[src/rtl/mck_pkg.sv]
// Package for the Morse keyer: word types, opcodes, keyer phases and the
// character to dot/dash pattern lookup. No dependencies.
package mck_pkg;

  localparam int MSG_DEPTH = 32;
  localparam int MSG_AW    = (MSG_DEPTH > 1) ? $clog2(MSG_DEPTH) : 1;
  localparam int MSG_LW    = $clog2(MSG_DEPTH + 1);
  localparam int UNIT_W    = 16;
  localparam int CNT_W     = 19;
  localparam logic [UNIT_W-1:0] UNIT_RESET = 16'd100;

  typedef enum logic [1:0] {
    OP_TICK   = 2'd0,
    OP_APPEND = 2'd1,
    OP_START  = 2'd2,
    OP_STOP   = 2'd3
  } mck_op_e;

  typedef enum logic [2:0] {
    PH_IDLE  = 3'd0,
    PH_FETCH = 3'd1,
    PH_KEY   = 3'd2,
    PH_HOLD  = 3'd3,
    PH_GAP   = 3'd4
  } mck_phase_e;

  typedef enum logic [1:0] {
    CH_SKIP  = 2'd0,
    CH_KEYED = 2'd1,
    CH_SPACE = 2'd2
  } mck_kind_e;

  typedef struct packed {
    mck_op_e    opcode;
    logic [7:0] char_code;
  } mck_in_t;

  typedef struct packed {
    logic led_on;
    logic sending;
    logic overflow;
  } mck_out_t;

  typedef struct packed {
    mck_kind_e  kind;
    logic [2:0] elements;
    logic [4:0] pattern;
  } mck_sym_t;

  // {element count, pattern}, first element in the highest used bit, 1 dash
  localparam logic [7:0] LETTER_TAB [26] = '{
    {3'd2, 5'h01}, {3'd4, 5'h08}, {3'd4, 5'h0A}, {3'd3, 5'h04}, {3'd1, 5'h00},
    {3'd4, 5'h02}, {3'd3, 5'h06}, {3'd4, 5'h00}, {3'd2, 5'h00}, {3'd4, 5'h07},
    {3'd3, 5'h05}, {3'd4, 5'h04}, {3'd2, 5'h03}, {3'd2, 5'h02}, {3'd3, 5'h07},
    {3'd4, 5'h06}, {3'd4, 5'h0D}, {3'd3, 5'h02}, {3'd3, 5'h00}, {3'd1, 5'h01},
    {3'd3, 5'h01}, {3'd4, 5'h01}, {3'd3, 5'h03}, {3'd4, 5'h09}, {3'd4, 5'h0B},
    {3'd4, 5'h0C}
  };

  localparam logic [4:0] DIGIT_TAB [10] = '{
    5'h1F, 5'h0F, 5'h07, 5'h03, 5'h01, 5'h00, 5'h10, 5'h18, 5'h1C, 5'h1E
  };

  function automatic mck_sym_t mck_decode(input logic [7:0] ch);
    logic [7:0] up;
    logic [7:0] li;
    logic [7:0] di;
    mck_sym_t   s;
    up = (ch >= 8'h61 && ch <= 8'h7A) ? ch - 8'd32 : ch;
    li = up - 8'h41;
    di = up - 8'h30;
    s.kind     = CH_SKIP;
    s.elements = 3'd0;
    s.pattern  = 5'd0;
    if (up >= 8'h41 && up <= 8'h5A) begin
      s.kind     = CH_KEYED;
      s.elements = LETTER_TAB[li[4:0]][7:5];
      s.pattern  = LETTER_TAB[li[4:0]][4:0];
    end else if (up >= 8'h30 && up <= 8'h39) begin
      s.kind     = CH_KEYED;
      s.elements = 3'd5;
      s.pattern  = DIGIT_TAB[di[3:0]];
    end else if (up == 8'h20) begin
      s.kind = CH_SPACE;
    end
    return s;
  endfunction

endpackage

[src/rtl/mck_ram.sv]
// Generic single-write, single-read RAM with registered read data.
// No dependencies.
module mck_ram #(
  parameter int WIDTH = 8,
  parameter int DEPTH = 32,
  parameter int AW    = (DEPTH > 1) ? $clog2(DEPTH) : 1
) (
  input  logic             clk,
  input  logic             we,
  input  logic [AW-1:0]    waddr,
  input  logic [WIDTH-1:0] wdata,
  input  logic             re,
  input  logic [AW-1:0]    raddr,
  output logic [WIDTH-1:0] rdata
);

  logic [WIDTH-1:0] mem [DEPTH];

  always_ff @(posedge clk) begin
    if (we) begin
      mem[waddr] <= wdata;
    end
    if (re) begin
      rdata <= mem[raddr];
    end
  end

endmodule

[src/rtl/morse_code_led_keyer.sv]
// Morse keyer top level: message store in mck_ram, keyer sequencer, output word
// register and unit length register. Depends on mck_pkg and mck_ram.
//
//   channel | direction | word        | handshake
//   in_     | in        | mck_in_t    | in_valid / in_ready
//   out_    | out       | mck_out_t   | out_valid / out_ready
//   cfg_    | in        | 16-bit unit | cfg_valid / cfg_ready (always ready)
//
// A tick that fetches a character reads the store, whose read data is
// registered; no new word is taken until that character is decoded.
// The result word sits in a register; a new word is taken while it waits
// only if out_ready frees the slot in the same cycle.
// Synchronous active-low reset; no clearing pass, the store needs none.
module morse_code_led_keyer
  import mck_pkg::*;
(
  input  logic                clk,
  input  logic                rst_n,
  input  logic                in_valid,
  output logic                in_ready,
  input  mck_in_t             in_data,
  output logic                out_valid,
  input  logic                out_ready,
  output mck_out_t            out_data,
  input  logic                cfg_valid,
  output logic                cfg_ready,
  input  logic [UNIT_W-1:0]   cfg_data
);

  logic [UNIT_W-1:0] unit_r;
  logic [MSG_LW-1:0] len_r, len_nxt;
  logic [MSG_LW-1:0] ridx_r, ridx_nxt;
  mck_phase_e        phase_r, phase_nxt;
  logic [2:0]        el_r, el_nxt;
  logic [4:0]        pat_r, pat_nxt;
  logic [CNT_W-1:0]  cnt_r, cnt_nxt;
  logic              led_r, led_nxt;
  logic              pend_r, pend_nxt;
  logic              out_valid_r;
  mck_out_t          out_r, out_nxt;

  logic              in_fire;
  logic              ram_we, ram_re;
  logic [MSG_AW-1:0] ram_raddr;
  logic [7:0]        ram_rdata;
  logic [MSG_LW-1:0] fidx;
  logic              cnt_done;
  logic [2:0]        el_m1;
  mck_sym_t          sym;
  logic [CNT_W-1:0]  unit1, unit3, unit7;

  assign cfg_ready = 1'b1;
  assign in_ready  = !pend_r && (!out_valid_r || out_ready);
  assign in_fire   = in_valid && in_ready;
  assign out_valid = out_valid_r;
  assign out_data  = out_r;

  assign unit1    = CNT_W'(unit_r);
  assign unit3    = CNT_W'({unit_r, 1'b0}) + unit1;
  assign unit7    = CNT_W'({unit_r, 3'b000}) - unit1;
  assign cnt_done = (cnt_r <= CNT_W'(1));
  assign el_m1    = el_r - 3'd1;
  assign fidx     = (ridx_r >= len_r) ? '0 : ridx_r;
  assign sym      = mck_decode(ram_rdata);

  mck_ram #(
    .WIDTH (8),
    .DEPTH (MSG_DEPTH)
  ) u_store (
    .clk   (clk),
    .we    (ram_we),
    .waddr (len_r[MSG_AW-1:0]),
    .wdata (in_data.char_code),
    .re    (ram_re),
    .raddr (ram_raddr),
    .rdata (ram_rdata)
  );

  always_comb begin
    len_nxt   = len_r;
    ridx_nxt  = ridx_r;
    phase_nxt = phase_r;
    el_nxt    = el_r;
    pat_nxt   = pat_r;
    cnt_nxt   = cnt_r;
    led_nxt   = led_r;
    pend_nxt  = 1'b0;
    ram_we    = 1'b0;
    ram_re    = 1'b0;
    ram_raddr = fidx[MSG_AW-1:0];
    out_nxt   = out_r;
    if (pend_r) begin
      unique case (sym.kind)
        CH_KEYED: begin
          el_nxt    = sym.elements;
          pat_nxt   = sym.pattern;
          phase_nxt = PH_KEY;
        end
        CH_SPACE: begin
          cnt_nxt   = unit7;
          phase_nxt = PH_GAP;
        end
        default: begin
        end
      endcase
    end else if (in_fire) begin
      out_nxt.overflow = 1'b0;
      unique case (in_data.opcode)
        OP_TICK: begin
          unique case (phase_r)
            PH_FETCH: begin
              if (len_r != '0) begin
                ram_re   = 1'b1;
                ridx_nxt = fidx + MSG_LW'(1);
                pend_nxt = 1'b1;
              end
            end
            PH_KEY: begin
              if (el_r == 3'd0) begin
                phase_nxt = PH_FETCH;
              end else begin
                el_nxt    = el_m1;
                led_nxt   = 1'b1;
                cnt_nxt   = pat_r[el_m1] ? unit3 : unit1;
                phase_nxt = PH_HOLD;
              end
            end
            PH_HOLD: begin
              if (cnt_done) begin
                led_nxt   = 1'b0;
                cnt_nxt   = (el_r != 3'd0) ? unit1 : unit3;
                phase_nxt = PH_GAP;
              end else begin
                cnt_nxt = cnt_r - CNT_W'(1);
              end
            end
            PH_GAP: begin
              if (cnt_done) begin
                cnt_nxt   = '0;
                phase_nxt = (el_r != 3'd0) ? PH_KEY : PH_FETCH;
              end else begin
                cnt_nxt = cnt_r - CNT_W'(1);
              end
            end
            default: begin
            end
          endcase
        end
        OP_APPEND: begin
          if (len_r < MSG_LW'(MSG_DEPTH)) begin
            ram_we  = 1'b1;
            len_nxt = len_r + MSG_LW'(1);
          end else begin
            out_nxt.overflow = 1'b1;
          end
        end
        OP_START: begin
          if (phase_r == PH_IDLE) begin
            ridx_nxt  = '0;
            el_nxt    = '0;
            cnt_nxt   = '0;
            phase_nxt = PH_FETCH;
          end
        end
        OP_STOP: begin
          led_nxt   = 1'b0;
          phase_nxt = PH_IDLE;
        end
      endcase
      out_nxt.led_on  = led_nxt;
      out_nxt.sending = (phase_nxt != PH_IDLE);
    end
  end

  always_ff @(posedge clk) begin
    if (!rst_n) begin
      unit_r      <= UNIT_RESET;
      len_r       <= '0;
      ridx_r      <= '0;
      phase_r     <= PH_IDLE;
      el_r        <= '0;
      pat_r       <= '0;
      cnt_r       <= '0;
      led_r       <= 1'b0;
      pend_r      <= 1'b0;
      out_valid_r <= 1'b0;
    end else begin
      if (cfg_valid) begin
        unit_r <= cfg_data;
      end
      len_r   <= len_nxt;
      ridx_r  <= ridx_nxt;
      phase_r <= phase_nxt;
      el_r    <= el_nxt;
      pat_r   <= pat_nxt;
      cnt_r   <= cnt_nxt;
      led_r   <= led_nxt;
      pend_r  <= pend_nxt;
      if (in_fire) begin
        out_valid_r <= 1'b1;
      end else if (out_ready) begin
        out_valid_r <= 1'b0;
      end
    end
  end

  always_ff @(posedge clk) begin
    if (in_fire) begin
      out_r <= out_nxt;
    end
  end

endmodule

[config.mk]
export PLATFORM = sky130hd
export DESIGN_NAME = morse_code_led_keyer
export DESIGN_NICKNAME = d
export VERILOG_FILES = /design/src/rtl/mck_pkg.sv /design/src/rtl/mck_ram.sv /design/src/rtl/morse_code_led_keyer.sv
export SDC_FILE = /design/constraint.sdc
export NUM_CORES = 1
export LEC_CHECK = 0
export ABC_AREA = 0
export BUFFER_PORTS_ARGS = -buffer_cell sky130_fd_sc_hd__buf_2
export CAP_MARGIN = 20
export CORE_MARGIN = 4
export CORE_UTILIZATION = 40
export CTS_BUF_LIST = sky130_fd_sc_hd__clkbuf_4 sky130_fd_sc_hd__clkbuf_8 sky130_fd_sc_hd__clkbuf_16
export CTS_CLUSTER_SIZE = 10
export DETAILED_ROUTE_END_ITERATION = 12
export SLEW_MARGIN = 20
export SYNTH_ARGS = -nofsm -noshare
export SYNTH_HDL_FRONTEND = slang
export SYNTH_SLANG_ARGS = --single-unit
export TNS_END_PERCENT = 10
[constraint.sdc]
create_clock -name clk -period 7.3 [get_ports clk]
set_clock_uncertainty 0.2 [all_clocks]
set_input_delay 0.365 -clock clk [delete_from_list [all_inputs] [get_ports clk]]
set_output_delay 0.365 -clock clk [all_outputs]
set_load 0.02 [all_outputs]
# After elaboration in Yosys (flattened, before gate mapping)
# Memories as Yosys holds them, arrays and structs flattened. A register that Yosys moved wholly into a read port is not among the register bits.
# Cells that the tools add are included.
# word_totals
ff_bits	64
ramBits	256
rom_bits	336
inputBits	31
output_inout_bits	6
elab_cells	150
mem_count	3
# mem_list
memory	depth	word_bits	read_ports	rd_clocked_by_memory_dff	write_ports	line	text
(name not given)	32	8	1	0	0	mck_pkg.sv:78	s.pattern = LETTER_TAB[li[4:0]][4:0];
u_store.mem	32	8	1	1	1	mck_ram.sv:17	logic [WIDTH-1:0] mem [DEPTH];
(name not given)	16	5	1	0	0	mck_pkg.sv:82	s.pattern = DIGIT_TAB[di[3:0]];
# op_classes
n_addsub	9
magnitude_cmp	12
eq_ne	21
muxes	64
bitwise_logic	3
n_reduce_logical	25
# ops
op	count
$mux W19	7
$pmux W19 S3	1
$mux W3	13
$pmux W19 S2	1
$mux W18	2
$mux W8	4
$mux W6	4
$le A19 B1 Y1 const B	1
$sub A19 B1 Y19 const B	1
$sub A19 B16 Y19	1
$add A17 B16 Y18	1
$pmux W3 S3	2
$reduce_and A6 Y1	3
$mux W1	17
$ge A8 B7 Y1 const B	2
$le A8 B7 Y1 const B	2
$add A6 B1 Y6 const B	2
$pmux W3 S2	2
$pmux W6 S2	1
$mux W10	1
$mux W5	2
$reduce_bool A3 Y1	3
$eq A8 B6 Y1 const B	1
$ge A8 B6 Y1 const B	1
37 further kinds	59

# Depth between registers and ports, before layout
# logic_depth
word_depth	13
depth_mapped	15
ltp_nobuf	12

# By module
# From an unflattened synthesis, not the netlist that was laid out.
# unflattened
hier_cells	1275
area_unflattened_um2	16574.6
# by_module_without_submodules
mod	instances	cells_each	area_each_um2	seq_area_each_um2
mck_ram	1	417	10133.5	7927.6
morse_code_led_keyer	1	858	6441.2	1311.3

# Least setup slack after synthesis
# OpenSTA, ideal clock, no wires.
# synth_path
path_type	register to register
startpoint	register ridx_r[0]
endpoint	register u_store.rdata[4], read port of u_store.mem (data pin)
setup_time_ps	276
arrival_time_ps	2810
required_time_ps	6824
slack_ps	4014
stages_incl_launch_ff	14
n_path_buf	3
period_less_slack_ps	3286
cell_sequence	dfxtp_1 > inv_1 > clkbuf_1 > ha_1 > nand2b_4 > a2111oi_4 > o21bai_2 > a21oi_1 > buf_4 > buf_6 > mux2i_1 > o221ai_1 > a2111oi_0 > a32oi_1
# synth_between
elab_chain_len	2
# synth_rtl
item	line	text
start: declaration	morse_code_led_keyer.sv:32	logic [MSG_LW-1:0] ridx_r, ridx_nxt;
start signal: assignment	morse_code_led_keyer.sv:192	ridx_r <= ridx_nxt;
$ge A6 B6 Y1	morse_code_led_keyer.sv:63	assign fidx = (ridx_r >= len_r) ? '0 : ridx_r;
$mux W6 (*)	morse_code_led_keyer.sv:63	
end: declaration	mck_ram.sv:14	output logic [WIDTH-1:0] rdata
# Every way passes the cells marked *; elsewhere a longest branch is shown, timed or not.
# A chain may end at the register's enable or synchronous reset.

# Worst setup path in the final report
# layout_path
startpoint	register ridx_r[2]
endpoint	register u_store.rdata[0], read port of u_store.mem (data pin)
# Same word-level chain as after synthesis.

==> run summary <==
The sink count of the clock tree was 328; the proportion of synthesized flip-flops having asynchronous set or reset was 0%. The number of antenna violations at the first check in global routing came out at 0. The library cell used most frequently in the layout, excluding fill and tap cells, is sky130_fd_sc_hd__edfxtp_1. Clock latency on the worst-skew pair, taken at its later pin, is 0.57 ns. The number of synthesized register bits was 328. The detailed-routing iteration count for the pre-antenna-repair pass is 5. For the overall overflow remaining after global route, the log shows 0.

The worst setup path is captured at a flip-flop. The die area was 44500 um^2. STA classifies the critical path startpoint as a flip-flop. At the worst endpoint, the arrival time is 4.96 ns.

At the pin with the least slew margin, the transition time is 1.224 ns. Across all layers, the routed design uses 11.83k vias. Of the cells placed in the final design, the portion with a size suffix greater than 1 is 10.23%. The tools report the final worst hold slack as 0.1077 ns. For the first-pass GRT wire length, the log shows 68380 um. The run gives 7.38 ns as the required arrival time at the worst endpoint. The classification of the worst-slack hold path is primary input to flip-flop.

The largest individual stage delay along the critical path comes from the cell sky130_fd_sc_hd__a21oi_4. The region available for standard cell placement spans 40740 um^2. Traced cell by cell, the critical path runs through buf_4, ha_1, o21a_1, o21ai_0, o21bai_2, a21oi_4, buf_4, mux2i_1, o221ai_1, a2111oi_0, a32oi_1. The largest incremental delay on the critical path came out at 0.88 ns. The most critical setup path has its startpoint at ridx_r[2]. Setup violations remaining at the end of the flow were counted as 0. The clock passes through at most 3 buffers.

TritonCTS built the clock tree. The number of buffers created by CTS is 39, and the post-placement cell area is 17060 um^2. Summed over all cells, the static leakage comes to 0.006223 uW.

The run gives 0 as the total count of max-transition violations in the final report. The post-CTS resize count came out at 0. The maximum clock frequency is 205.1 MHz. Once detailed placement completed, the half-perimeter wirelength came to 28830 um. 0 antenna diodes ended up in the layout.

Summing every instance area after synthesis gives 16480 um^2. Cells fill 45.47% of the core in the end. The average cell area after synthesis is 11.59 um^2. In this run, synthesis inferred 267 flip-flops with an integrated enable. Setup repair after global routing left no endpoint under its margin.

In this run the tightest slew margin relative to its limit is 16.31%. The startpoint identified for the worst hold timing path is rst_n. Counting stages on the worst path, the most repeated cell is sky130_fd_sc_hd__buf_4. Subtracting the final worst setup slack from the clock period gives 4.876 ns.

Counting every instance in the synthesized netlist gives 1421. The die width was 211.0 um; the total of buffers placed on input and output ports was 35. For this design, the CTS-stage hold fixing added 17 buffers. The category of the critical setup timing path was flip-flop to flip-flop. The tools report the startpoint of the lowest-slack register-to-register path as ridx_r[2].

The flow ran to the end, and the final reports show no timing, DRC or antenna violations. For this run, design rule violations remaining after detail routing come to 0. The logs give 0.0002093 V for the worst voltage drop across the vdd grid and 19.56% for the overall fraction of global-route tracks in use. The number of unique standard cell types used by synthesis is 85, and the total negative slack for setup checks is 0 ns. The floorplan step set the die height to 211.0 um.

For this design the ratio of total power to cell area is 236.8 nW/um^2. The number of global-route vias before repair came out at 11.51k. The buffer cell driving the clock tree root was sky130_fd_sc_hd__clkbuf_16.

At the end of routability-driven placement, the weighted congestion stood at 0.8554. The logs give 1538 for the net total in the final layout and 0 for the post-detailed-route count of antenna-violating nets. For the sum of routed wire length over all layers, the log shows 44060 um. When the netlist entered floorplanning its net count stood at 1513. The logs give 18520 um^2 for the final design instance area without fill and 0 for the count of synthesis-stage warnings from yosys. After clock tree synthesis, the clock-pin slew on the worst setup and hold paths is 0.06 ns. The share of the clock period used by the worst path is 66.79%, and the number of vias per cell is 5.892. Dividing the detail-routed wire length by the instance count gives 21.94 um.

For the share of the yosys chip area belonging to registers, the log shows 56.08%. The tools report the number of H-tree levels as 2. Biggest fanout along the worst timing path: 40. Buffers added to address setup during post-CTS repair amount to 0. Pin count of the biggest net entering global routing: 48.

The number of hold violations in the final report was 0; the number of rows in the core area was 74. The detailed router finished its first iteration with 1122 violations. The most used flip-flop cell after synthesis is sky130_fd_sc_hd__edfxtp_1.

In this run the count of I/O pins placed on the die edge is 37. For this configuration, the core starts out at a cell density of 40.44%. The tool flagged a number of max-cap violations equal to 0. The run gives 2.42 ns as the register-to-register setup slack. The top cell types in the final layout, fill and taps aside, are sky130_fd_sc_hd__edfxtp_1, sky130_fd_sc_hd__nor2_1, sky130_fd_sc_hd__o21ai_0.

Signed area change from the synthesized netlist to the final layout: 12.43%.
flip-flops by register name, summed over array words and instances, names as in the netlist:
signal	cells
pat_r	5
cnt_r	19
u_store.mem	256
u_store.rdata	8
out_valid	1
el_r	3
unit_r	16
phase_r	3
len_r	6
ridx_r	6
out_data	3
led_r	1
pend_r	1
metal layers:
| layer | part of all wire [%] | track usage, % | vias up |
|---|---|---|---|
| met3 | 6.4 | 3.579 | 68 |
| met4 | 2.5 | 5.611 | 0 |
| met1 | 45 | 27.76 | 5838 |
| li1 | - | - | 5524 |
| met5 | 0 | 0 | - |
| met2 | 46 | 30.98 | 402 |
through the flow:
step	setup WS (ns)	power [uW]	cells
after detailed placement	2.467	2489	1919
after global routing	2.185	4549	2008
after global placement	2.570	2484	1919
after floorplan	4.014	2377	1421
after CTS	2.378	4418	2007
final	2.424	4387	2008
synth_stat cells, drive strengths merged, types with 13 or more instances:
cell type	instances	share of area [%]
ha	60	4.6
xor2	15	0.80
a21oi	95	3.0
a22oi	15	0.68
a31oi	19	0.72
nor3	31	0.94
o22ai	21	0.80
nor2	131	3.0
a211oi	28	1.3
xnor2	33	1.8
o221ai	13	0.73
edfxtp	267	49
buf	24	0.96
a32oi	13	0.69
o211ai	24	1.1
dfxtp	61	7.4
o21ai	103	3.1
mux2i	93	5.7
nand3	24	0.73
nand2	60	1.4
clkbuf	55	1.3
inv	51	1.2
critical path, delay by kind of cell, from the launching register on:
kind	cells	cell delay, ns
fa+ha+maj	1	0.35
mux	1	0.32
buf+inv	2	1.19
flops	1	0.31
compound gates	7	2.22
cell families after synthesis:
group                    Yosys count  synth area share, %
flip-flops                       328                56.08
AND/OR/NAND/NOR                  329                9.842
buffers and inverters            130                3.372
other                              1              0.02276
adder cells (fa/ha/maj)           61                4.678
XOR/XNOR                          48                2.552
multiplexers                     102                6.334
AO/OA/AOI/OAI                    422                17.12
final timing paths:
check	endpoint	cells past startpoint
worst min-delay path	unit_r[2]	2
worst max register to register	u_store.rdata[0]	11
worst min register to register	pat_r[4]	2
worst max-delay path	u_store.rdata[0]	11
layout make-up:
| type | count | area (um^2) |
|---|---|---|
| clock inverter | 6 | 118.9 |
| fill | 3732 | 22220 |
| timing repair buffer | 63 | 427.9 |
| tap | 532 | 665.6 |
| sequential | 328 | 9240 |
| clock buffer | 65 | 1171 |
| multi-input combinational | 963 | 6709 |
| inverter | 51 | 191.4 |
report_power, final:
group / switching (uW) / internal, uW
clock network: 776 / 1150
logic: 245 / 152
registers: 27.1 / 2040
No activity file was read; power rests on OpenSTA's default activity.
